[config.mk]
export PLATFORM = sky130hd
export DESIGN_NAME = dedup_ordered_id_queue_top
export DESIGN_NICKNAME = d
export VERILOG_FILES = /design/src/rtl/dqq_pkg.sv /design/src/rtl/dqq_cell.sv /design/src/rtl/dedup_ordered_id_queue_top.sv
export VERILOG_INCLUDE_DIRS = /design/src /design/src/rtl
export SDC_FILE = /design/constraint.sdc
export NUM_CORES = 1
export LEC_CHECK = 0
export BUFFER_PORTS_ARGS = -buffer_cell sky130_fd_sc_hd__buf_2
export CAP_MARGIN = 5
export CORE_AREA = 3 3 229 231
export DETAILED_ROUTE_END_ITERATION = 6
export DIE_AREA = 0 0 232 234
export HOLD_SLACK_MARGIN = 0.02
export PLACE_DENSITY = 0.54
export SETUP_SLACK_MARGIN = 0.02
export SLEW_MARGIN = 5
export SYNTH_ARGS = -nofsm -noshare
export SYNTH_HDL_FRONTEND = slang
export SYNTH_SLANG_ARGS = --single-unit
[constraint.sdc]
create_clock -name aclk -period 9.4 [get_ports aclk]
set_input_delay 0.47 -clock aclk [delete_from_list [all_inputs] [get_ports aclk]]
set_output_delay 0.47 -clock aclk [all_outputs]
set_load 0.01 [all_outputs]
[src/rtl/assert_macros.svh]
// ---------------------------------------------------------------------------
// assert_macros.svh
// Concurrent assertion wrappers, compiled out when ASSERT_OFF is defined.
// ---------------------------------------------------------------------------
`ifndef ASSERT_MACROS_SVH
`define ASSERT_MACROS_SVH

`ifndef ASSERT_OFF
// Property must hold at every clock edge outside reset.
`define ASSERT_HOLDS(label, clk, rstn, prop, msg) \
    label: assert property (@(posedge clk) disable iff (!rstn) (prop)) else $error(msg);
// Antecedent in one cycle implies consequent in the next.
`define ASSERT_NEXT(label, clk, rstn, ante, cons, msg) \
    label: assert property (@(posedge clk) disable iff (!rstn) (ante) |=> (cons)) else $error(msg);
`else
`define ASSERT_HOLDS(label, clk, rstn, prop, msg)
`define ASSERT_NEXT(label, clk, rstn, ante, cons, msg)
`endif

`endif

[src/rtl/dqq_pkg.sv]
// ---------------------------------------------------------------------------
// dqq_pkg
// Shared constants, codes and types of the ordered identifier queue.
// ---------------------------------------------------------------------------
package dqq_pkg;

    localparam int DEPTH   = 16;
    localparam int ID_BITS = 16;
    localparam int CNT_W   = 5;

    typedef enum logic [1:0] {
        KIND_INSERT = 2'd0,
        KIND_REMOVE = 2'd1,
        KIND_CLEAR  = 2'd2,
        KIND_PEEK   = 2'd3
    } kind_t;

    typedef enum logic [1:0] {
        ST_DONE     = 2'd0,
        ST_PRESENT  = 2'd1,
        ST_NOTFOUND = 2'd2,
        ST_FULL     = 2'd3
    } status_t;

    // Command broadcast to every cell
    typedef struct packed {
        logic               load;   // append key at the tail cell
        logic               shift;  // close the gap behind the matching cell
        logic [ID_BITS-1:0] key;
    } cell_cmd_t;

endpackage

[src/rtl/dqq_cell.sv]
// ---------------------------------------------------------------------------
// dqq_cell
// One queue slot: compares its entry, appends at the tail, shifts on remove.
// ---------------------------------------------------------------------------
module dqq_cell (
    input  logic                        aclk,
    input  dqq_pkg::cell_cmd_t          cmd,
    input  logic                        occ,        // slot holds a live entry
    input  logic                        tail,       // first free slot
    input  logic                        shift_in,   // an earlier cell matched
    input  logic [dqq_pkg::ID_BITS-1:0] nbr_data,   // next cell's entry
    output logic                        shift_out,
    output logic                        match,
    output logic [dqq_pkg::ID_BITS-1:0] data_out,   // stored entry
    output logic [dqq_pkg::ID_BITS-1:0] data_next
);

    logic [dqq_pkg::ID_BITS-1:0] data_reg;

    assign match     = occ && (data_reg == cmd.key);
    assign shift_out = shift_in | match;
    assign data_out  = data_reg;

    always_comb begin
        if (cmd.shift && shift_out) begin
            data_next = nbr_data;
        end else if (cmd.load && tail) begin
            data_next = cmd.key;
        end else begin
            data_next = data_reg;
        end
    end

    always_ff @(posedge aclk) begin
        data_reg <= data_next;
    end

endmodule

[src/rtl/dedup_ordered_id_queue_top.sv]
// ---------------------------------------------------------------------------
// dedup_ordered_id_queue_top
// Ordered identifier queue with duplicate suppression and removal, built
// as a row of slot cells.
// ---------------------------------------------------------------------------
//  Channel  | Direction | tdata (low bit up)                         | tuser
//  ---------+-----------+--------------------------------------------+---------
//  s_       | in        | key_id[15:0]                               | kind[1:0]
//  m_       | out       | status[1:0], head_valid, head_id[15:0],    | -
//           |           | entry_count[4:0]                           |
//
//  One transaction per cycle unless m_ stalls: every cell compares its entry
//  with the key in parallel and the hit ripples down the cell chain, so an
//  operation settles in its accept cycle and the result appears on the next.
//  Reset (aresetn low, synchronous) empties the queue and drops m_tvalid;
//  slot contents are not cleared, only the count.
//  s_tready is high whenever the result register is empty or being drained,
//  so a stalled m_ side holds the block after one buffered result.
// ---------------------------------------------------------------------------
`include "assert_macros.svh"

module dedup_ordered_id_queue_top (
    input  logic        aclk,
    input  logic        aresetn,
    input  logic        s_tvalid,
    output logic        s_tready,
    input  logic [15:0] s_tdata,    // key_id[15:0]
    input  logic [1:0]  s_tuser,    // kind[1:0]
    output logic        m_tvalid,
    input  logic        m_tready,
    output logic [23:0] m_tdata     // status[1:0], head_valid[2], head_id[18:3],
                                    // entry_count[23:19]
);

    localparam int DEPTH   = dqq_pkg::DEPTH;
    localparam int ID_BITS = dqq_pkg::ID_BITS;
    localparam int CNT_W   = dqq_pkg::CNT_W;

    logic                      accept;
    dqq_pkg::kind_t            kind;
    logic [ID_BITS-1:0]        key;
    dqq_pkg::cell_cmd_t        cmd;

    logic [CNT_W-1:0]          count_reg, count_next;
    logic                      full, found;
    dqq_pkg::status_t          status;

    logic [DEPTH:0]            chain;
    logic [DEPTH-1:0]          occ, tail, match;
    logic [ID_BITS-1:0]        cell_next [DEPTH];
    logic [ID_BITS-1:0]        cell_data [DEPTH];
    logic [ID_BITS-1:0]        nbr      [DEPTH];
    logic [ID_BITS-1:0]        head_next;

    logic                      m_valid_reg;
    logic [23:0]               m_data_reg;

    assign s_tready = !m_valid_reg || m_tready;
    assign accept   = s_tvalid && s_tready;
    assign kind     = dqq_pkg::kind_t'(s_tuser);
    assign key      = s_tdata[ID_BITS-1:0];

    assign full     = (count_reg == CNT_W'(DEPTH));
    assign chain[0] = 1'b0;
    assign found    = chain[DEPTH];

    // Cell row; occupancy and tail position decoded from the count.
    // Neighbour data is the next cell's stored entry.
    for (genvar i = 0; i < DEPTH; i++) begin : g_cell
        assign occ[i]  = (count_reg > CNT_W'(i));
        assign tail[i] = (count_reg == CNT_W'(i));
        if (i == DEPTH - 1) begin : g_last
            assign nbr[i] = '0;
        end else begin : g_mid
            assign nbr[i] = cell_data[i+1];
        end

        dqq_cell u_cell (
            .aclk      (aclk),
            .cmd       (cmd),
            .occ       (occ[i]),
            .tail      (tail[i]),
            .shift_in  (chain[i]),
            .nbr_data  (nbr[i]),
            .shift_out (chain[i+1]),
            .match     (match[i]),
            .data_out  (cell_data[i]),
            .data_next (cell_next[i])
        );
    end

    always_comb begin
        cmd        = '0;
        cmd.key    = key;
        status     = dqq_pkg::ST_DONE;
        count_next = count_reg;
        unique case (kind)
            dqq_pkg::KIND_INSERT: begin
                if (found) begin
                    status = dqq_pkg::ST_PRESENT;
                end else if (full) begin
                    status = dqq_pkg::ST_FULL;
                end else begin
                    cmd.load   = accept;
                    count_next = count_reg + CNT_W'(1);
                end
            end
            dqq_pkg::KIND_REMOVE: begin
                if (found) begin
                    cmd.shift  = accept;
                    count_next = count_reg - CNT_W'(1);
                end else begin
                    status = dqq_pkg::ST_NOTFOUND;
                end
            end
            dqq_pkg::KIND_CLEAR: begin
                count_next = '0;
            end
            dqq_pkg::KIND_PEEK: begin
                count_next = count_reg;
            end
            default: begin
                count_next = count_reg;
            end
        endcase
    end

    assign head_next = (count_next != '0) ? cell_next[0] : '0;

    always_ff @(posedge aclk) begin
        if (!aresetn) begin
            count_reg   <= '0;
            m_valid_reg <= 1'b0;
        end else begin
            if (accept) begin
                count_reg   <= count_next;
                m_valid_reg <= 1'b1;
            end else if (m_tready) begin
                m_valid_reg <= 1'b0;
            end
        end
    end

    always_ff @(posedge aclk) begin
        if (accept) begin
            m_data_reg <= {count_next, head_next, (count_next != '0), status};
        end
    end

    assign m_tvalid = m_valid_reg;
    assign m_tdata  = m_data_reg;

    `ASSERT_HOLDS(a_count_bound, aclk, aresetn, count_reg <= CNT_W'(DEPTH), "count beyond depth")
    `ASSERT_HOLDS(a_no_dup, aclk, aresetn, $onehot0(match), "identifier held twice")
    `ASSERT_NEXT(a_ins_grow, aclk, aresetn, cmd.load, count_reg == $past(count_reg) + CNT_W'(1), "no grow")
    `ASSERT_NEXT(a_rem_shrink, aclk, aresetn, cmd.shift, count_reg == $past(count_reg) - CNT_W'(1), "no shrink")
    `ASSERT_HOLDS(a_head_flag, aclk, aresetn, !m_valid_reg || (m_data_reg[2] == (m_data_reg[23:19] != '0)), "bad head flag")

endmodule

==> results of run 1 <==
-- cells in the final DEF, fill, tap and decap left out, types with 3 or more instances in the layout --
master	instances
nor3_4	3
dfxtp_1	38
buf_4	26
o21ai_1	4
o22ai_1	5
edfxtp_1	248
nand4_1	26
ha_1	6
nand2_2	3
a21oi_4	3
nor2_4	6
a21boi_1	11
nor4_1	40
clkbuf_16	34
xor2_1	164
buf_2	47
o21bai_1	6
mux2_2	211
nor3_1	10
nor2_1	39
nand2_1	39
a31o_2	3
o21ai_0	7
inv_1	10
clkbuf_1	6
mux2_1	45
nand3_1	32
o31ai_1	4
a21oi_1	30
a21boi_0	7
xnor2_1	93
clkinv_2	10
bufinv_16	3
mux2i_1	4
-- layout make-up --
cell class / instances / area [sq um]
clock buffers: 40 / 873
clock inverters: 18 / 176
inverters: 11 / 41.3
well taps: 672 / 841
repair buffers: 73 / 430
diodes: 1 / 2.50
fillers: 4920 / 32400
multi-input cells: 845 / 7260
flip-flops and latches: 286 / 8210
-- final timing paths --
| kind | from | slack, ps | endpoint | cells past startpoint |
|---|---|---|---|---|
| min | s_tvalid | 130 | m_tvalid$_SDFFE_PN0P_ | 3 |
| max reg2reg | count_reg[1]$_SDFFE_PN0P_ | 4650 | g_cell[9].u_cell.data_out[11]$_DFFE_PP_ | 13 |
| min reg2reg | g_cell[15].u_cell.data_out[3]$_SDFFE_PP0P_ | 480 | g_cell[15].u_cell.data_out[3]$_SDFFE_PP0P_ | 2 |
| max | count_reg[1]$_SDFFE_PN0P_ | 4650 | g_cell[9].u_cell.data_out[11]$_DFFE_PP_ | 13 |
-- critical path, delay by kind of cell, from the launching register on --
kind	cells	cell delay (ps)
AOI/OAI and AO/OA	3	1000
buffers and inverters	3	850
adders and majority gates	2	790
DFF	1	460
and+or+nand+nor	5	1290
-- metrics by stage --
step | instance area, sq um | utilization
finish | 17800 | 0.355
floorplan | 16100 | -
CTS | 17800 | 0.355
global route | 17800 | 0.355
global placement | 16800 | 0.334
detailed placement | 16800 | 0.334
-- metal layers --
| layer | vias up | part of all wire | global-route usage |
|---|---|---|---|
| met4 | 2 | 0.019 | 0.0352 |
| met1 | 4824 | 0.44 | 0.196 |
| li1 | 4562 | - | - |
| met3 | 50 | 0.063 | 0.0278 |
| met2 | 285 | 0.47 | 0.246 |
| met5 | - | 0.00032 | 0 |
-- where the power goes --
part	switching, uW	internal (uW)
clock	515	739
combinational	148	126
sequential	18.5	1410
total	682	2280
-- cells by family after synthesis --
family	Yosys count	synth area share
xor gates and xnor gates	257	0.140
and+or+nand+nor	221	0.0791
DFF	286	0.509
muxes	260	0.181
AOI/OAI and AO/OA	101	0.0450
adders and majority gates	6	0.00465
buffers and inverters	111	0.0416
==> results.py, run 1 <==
metrics = {
    "clock_tree": {
        "post_cts_buffers": 0,
        "cts-hold-fix-buffers": 0,
        "clkLatencyLatePin_ps": 570,
        "htree_num_levels": 1,
        "cts_inserted_buffers": 31,
        "clock_path_buffers": 3,
        "cts_tree": "done",
        "cts_resized": 0,
        "clk_pin_slew_worst_paths_ps": 60,
        "root_buffer": "clkbuf_16",
        "cts.sinks": 286,
    },
    "final_layout": {
        "final_cells": 1946,
        "drive_above_1_share": 0.289,
        "area_delta_synth_final_pct": 10.6,
        "largest_register_ffs": 256,
        "nNetsFinal": 1276,
    },
    "die": {
        "die_height_um": 234,
        "start_util": 0.321,
        "coreArea_sq_um": 50300,
        "die_w_um": 232,
        "num_rows": 82,
        "top_level_ports": 48,
        "die_area_sq_um": 54300,
    },
    "synthesis": {
        "synthCells": 1242,
        "synth_edf_count": 248,
        "yosys.area.top_type": "edfxtp_1",
        "yosys_warnings": 0,
        "synthArstFlopShare": 0,
        "syn-num-nets": 1270,
        "synth_top_area_frac": 0.462,
        "synth_seq_cells": 286,
        "synth.distinct_cells": 64,
        "synth_area_sq_um": 16100,
        "synth_seq_area_share": 0.509,
        "synthTopCellsByArea": "edfxtp_1 46%, mux2_2 15%, xor2_1 8.9%, xnor2_1 5.1%, dfxtp_1 4.7%",
        "synthTopCellsByCount": "248 x edfxtp_1, 211 x mux2_2, 164 x xor2_1, 93 x xnor2_1, 45 x mux2_1",
        "avgSynthCellArea_sq_um": 13.0,
        "synth_flop_cell": "edfxtp_1",
        "synth.most_common_cell": "edfxtp_1",
    },
    "min_path": {
        "min_path_type": "input port to flop",
    },
    "power_and_ir_drop": {
        "ir_drop_v": 0.000130,
        "p_per_area_nw_per_um2": 166,
        "total_leakage_power_uw": 0.00587,
        "p_total_uw": 2960,
    },
    "critical_path": {
        "cp_max_fo": 18,
        "critPathSlowestCell": "a21oi_4",
        "start_kind": "flop",
        "cp.arrival_ps": 5010,
        "required_ps": 9660,
        "slowest_delay_ps": 630,
        "cp-end-kind": "flop",
        "crit_type": "flop to flop",
        "worstPathCellList": "ha_1, inv_1, nor2_1, ha_1, nor4_1, nand2_1, o22ai_1, buf_4, nor2_4, or2_1, a21oi_4, o21bai_1, buf_4",
    },
    "detailed_routing": {
        "wl_per_cell_um": 20.6,
        "vias": 9723,
        "ant_nets": 0,
        "wl_um": 40100,
        "avgViaCountPerCell": 5.00,
        "drc": 0,
        "drt_iter0_drc": 631,
        "first_pass_iters": 5,
    },
    "outcome": {
        "outcome": "completed",
    },
    "placed_design": {
        "post-place-ws_ps": 4340,
        "dp_hpwl_um": 26300,
        "gp_congestion": 0.824,
        "io_buffer_count": 47,
        "post-place-cells": 1887,
    },
    "sta": {
        "maxSlewHeadroom": 0.346,
        "hold_viol": 0,
        "hold_ws_ps": 135,
        "fin_crit_sh": 0.505,
        "rsz0062_at_grt": "no",
        "skew_ps": 12.4,
        "finalSetupTns_ps": 0,
        "setup_viol": 0,
        "fmax_mhz": 211,
        "final.setup.worst_slack_ps": 4650,
        "maxSlewViolCount": 0,
        "fin_crit_ps": 4750,
        "worst_slew_pin_slew_ps": 982,
    },
    "grt": {
        "grt_pass1_vias": 9997,
        "antenna_found_initial": 2,
        "grt_pass1_wl_um": 61700,
        "overflow": 0,
        "grt_max_degree": 36,
        "grt.total_usage": 0.147,
    },
    "job": {
        "maxCapViolations": 0,
    },
}
No activity file was read; power rests on OpenSTA's default activity.
==> inputs of run 2 (changes only) <==
==> constraint.sdc (replaced) <==
create_clock -name aclk -period 4.9 [get_ports aclk]
set_input_delay 0.245 -clock aclk [delete_from_list [all_inputs] [get_ports aclk]]
set_output_delay 0.245 -clock aclk [all_outputs]
set_load 0.01 [all_outputs]
==> run 2 against run 1 <==
Clock skew decreased by 0.97 ps. Die area unchanged. Hold slack better by 85 ps. First-iteration DRC count shrank 11%. Critical path depth shrank 3. Largest power group unchanged. Final cell count increased by 1.1%. Register-to-register slack worse by 4100 ps. Sequential share of layout area decreased by 0.40 points. Core utilization rose by 0.31 points. Non-clock buffer count is 25 higher. Largest cell class unchanged. Combinational power up 95%. Via count down 0.62%.
==> results.py, run 2 (same netlist as run 1, synthesis figures left out) <==
metrics = {
    "detailed_routing": {
        "vias": 9663,
        "drt_iter0_drc": 559,
        "drc": 0,
        "first_pass_iters": 5,
        "avgViaCountPerCell": 4.91,
        "ant_nets": 0,
        "wl_per_cell_um": 20.7,
        "wl_um": 40700,
    },
    "grt": {
        "grt_max_degree": 36,
        "overflow": 0,
        "antenna_found_initial": 2,
        "grt_pass1_wl_um": 62600,
        "busiest_layer": "met2",
        "grtUsageMet1": 0.202,
        "met3_usage": 0.0221,
        "grt.total_usage": 0.150,
        "grt_pass1_vias": 10000,
        "grt_util_met2": 0.250,
    },
    "die": {
        "die_w_um": 232,
        "top_level_ports": 48,
        "die_area_sq_um": 54300,
        "num_rows": 82,
        "coreArea_sq_um": 50300,
        "die_height_um": 234,
        "start_util": 0.321,
    },
    "power_and_ir_drop": {
        "total_leakage_power_uw": 0.00597,
        "swShare": 0.228,
        "p_clk_frac": 0.416,
        "p_per_area_nw_per_um2": 312,
        "p_switching_uw": 1280,
        "p_int_uw": 4320,
        "pwr-share-seq": 0.489,
        "comb_power_share": 0.095,
        "ir_drop_v": 0.000230,
    },
    "min_path": {
        "worstHoldStart": "s_tuser[1]",
        "min_path_type": "input port to flop",
        "holdPathStages": 2,
        "holdPathEnd": "m_tdata[1]$_DFFE_PP_",
    },
    "clock_tree": {
        "cts_inserted_buffers": 30,
        "clk_pin_slew_worst_paths_ps": 60,
        "cts_tree": "done",
        "post_cts_buffers": 0,
        "clkLatencyLatePin_ps": 570,
        "cts.sinks": 286,
        "htree_num_levels": 1,
        "cts-hold-fix-buffers": 3,
        "root_buffer": "clkbuf_16",
        "clock_path_buffers": 3,
        "cts_resized": 0,
    },
    "sta": {
        "maxSlewHeadroom": 0.298,
        "maxSlewViolCount": 0,
        "setup_viol": 0,
        "hold_ws_ps": 219,
        "hold_viol": 0,
        "fin_crit_ps": 4330,
        "rsz0062_at_grt": "no",
        "skew_ps": 11.5,
        "fmax_mhz": 231,
        "fin_crit_sh": 0.884,
        "worst_slew_pin_slew_ps": 1050,
        "finalSetupTns_ps": 0,
    },
    "critical_path": {
        "r2r-end": "g_cell[1].u_cell.data_out[13]$_DFFE_PP_",
        "slowest_delay_ps": 720,
        "cp_max_fo": 17,
        "start_kind": "flop",
        "worst-path-buf-inv": 0,
        "critPathSlowestCell": "dfxtp_1",
        "rr_worst_depth": 10,
        "cp_common_cell": "nor2_4",
        "r2r_start": "count_reg[4]$_SDFFE_PN0P_",
        "cp-end-kind": "flop",
        "crit_type": "flop to flop",
        "cp.arrival_ps": 4550,
        "required_ps": 5120,
        "critPathTopFamily": "simple AND/OR/NAND/NOR gates",
        "worstPathCellList": "nor2_1, a2111oi_0, nand3_1, nor4_2, a211oi_1, nand3_4, nor2_4, or2_1, nor2_4, a31o_2",
        "r2r_setup_slack_ps": 570,
    },
    "final_layout": {
        "largest_register_ffs": 256,
        "final_cells": 1968,
        "antennaDiodeCount": 0,
        "final_common_cell": "edfxtp_1",
        "drive_above_1_share": 0.296,
        "nNetsFinal": 1300,
        "final_core_util": 0.358,
        "fillers": 4890,
        "area_delta_synth_final_pct": 11.5,
        "layout_common_cells": "248 x edfxtp_1, 211 x mux2_2, 164 x xor2_1",
    },
    "placed_design": {
        "gp_congestion": 0.887,
        "post-place-cells": 1909,
        "dp_hpwl_um": 28000,
        "io_buffer_count": 47,
    },
    "outcome": {
        "outcome": "completed",
    },
    "job": {
        "maxCapViolations": 0,
    },
}
[run 2: routing by layer]
metal | part of all wire | wire, um | vias to the layer above
met1 | 0.45 | 18300 | 4756
met5 | 0.00032 | 13 | -
met3 | 0.051 | 2070 | 60
met4 | 0.026 | 1060 | 2
met2 | 0.47 | 19300 | 242
li1 | - | - | 4603
[run 2: how the worst max path moves through the flow]
stage                                   start                                 endpoint  slack (ps)  cells after the start
floorplan           count_reg[1]$_SDFFE_PN0P_  g_cell[12].u_cell.data_out[0]$_DFFE_PP_         640                     13
global placement                  s_tdata[13]  g_cell[1].u_cell.data_out[15]$_DFFE_PP_         450                     11
detailed placement                s_tdata[13]   g_cell[1].u_cell.data_out[3]$_DFFE_PP_         350                     11
CTS                 count_reg[4]$_SDFFE_PN0P_  g_cell[1].u_cell.data_out[13]$_DFFE_PP_         560                     10
global route        count_reg[1]$_SDFFE_PN0P_  g_cell[1].u_cell.data_out[13]$_DFFE_PP_         320                     12
finish              count_reg[4]$_SDFFE_PN0P_  g_cell[1].u_cell.data_out[13]$_DFFE_PP_         570                     10
[run 2: worst register-to-register path: stages (launching register included)]
cell,delay (ps)
dfxtp_1,720
nor2_1,210
a2111oi_0,570
nand3_1,150
nor4_2,300
a211oi_1,160
nand3_4,260
nor2_4,100
or2_1,560
nor2_4,500
a31o_2,450
[run 2: layout make-up]
type,count,area [sq um],area share
Clock inverter,11,104,0.00577
Clock buffer,45,900,0.0500
Inverter,11,41.3,0.00230
Multi-Input combinational cell,845,7250,0.403
Tap cell,672,841,0.0467
Sequential cell,286,8210,0.456
Timing Repair Buffer,98,638,0.0355
[run 2: stage by stage]
step | instance area, sq um | setup slack (ps) | power, uW
3_5_place_dp | 17000 | 350 | 3330
2_1_floorplan | 16100 | 640 | 3190
6_report | 18000 | 570 | 5600
5_1_grt | 18000 | 316 | 5810
3_3_place_gp | 17000 | 453 | 3320
4_1_cts | 18000 | 564 | 5670
[run 2: power by group through the flow]
stage	Combinational [uW]	Clock, uW	Sequential, uW
finish	533	2330	2740
floorplan	399	0	2800
global placement	531	0	2790
CTS	541	2380	2740
detailed placement	533	0	2790
global route	586	2480	2750
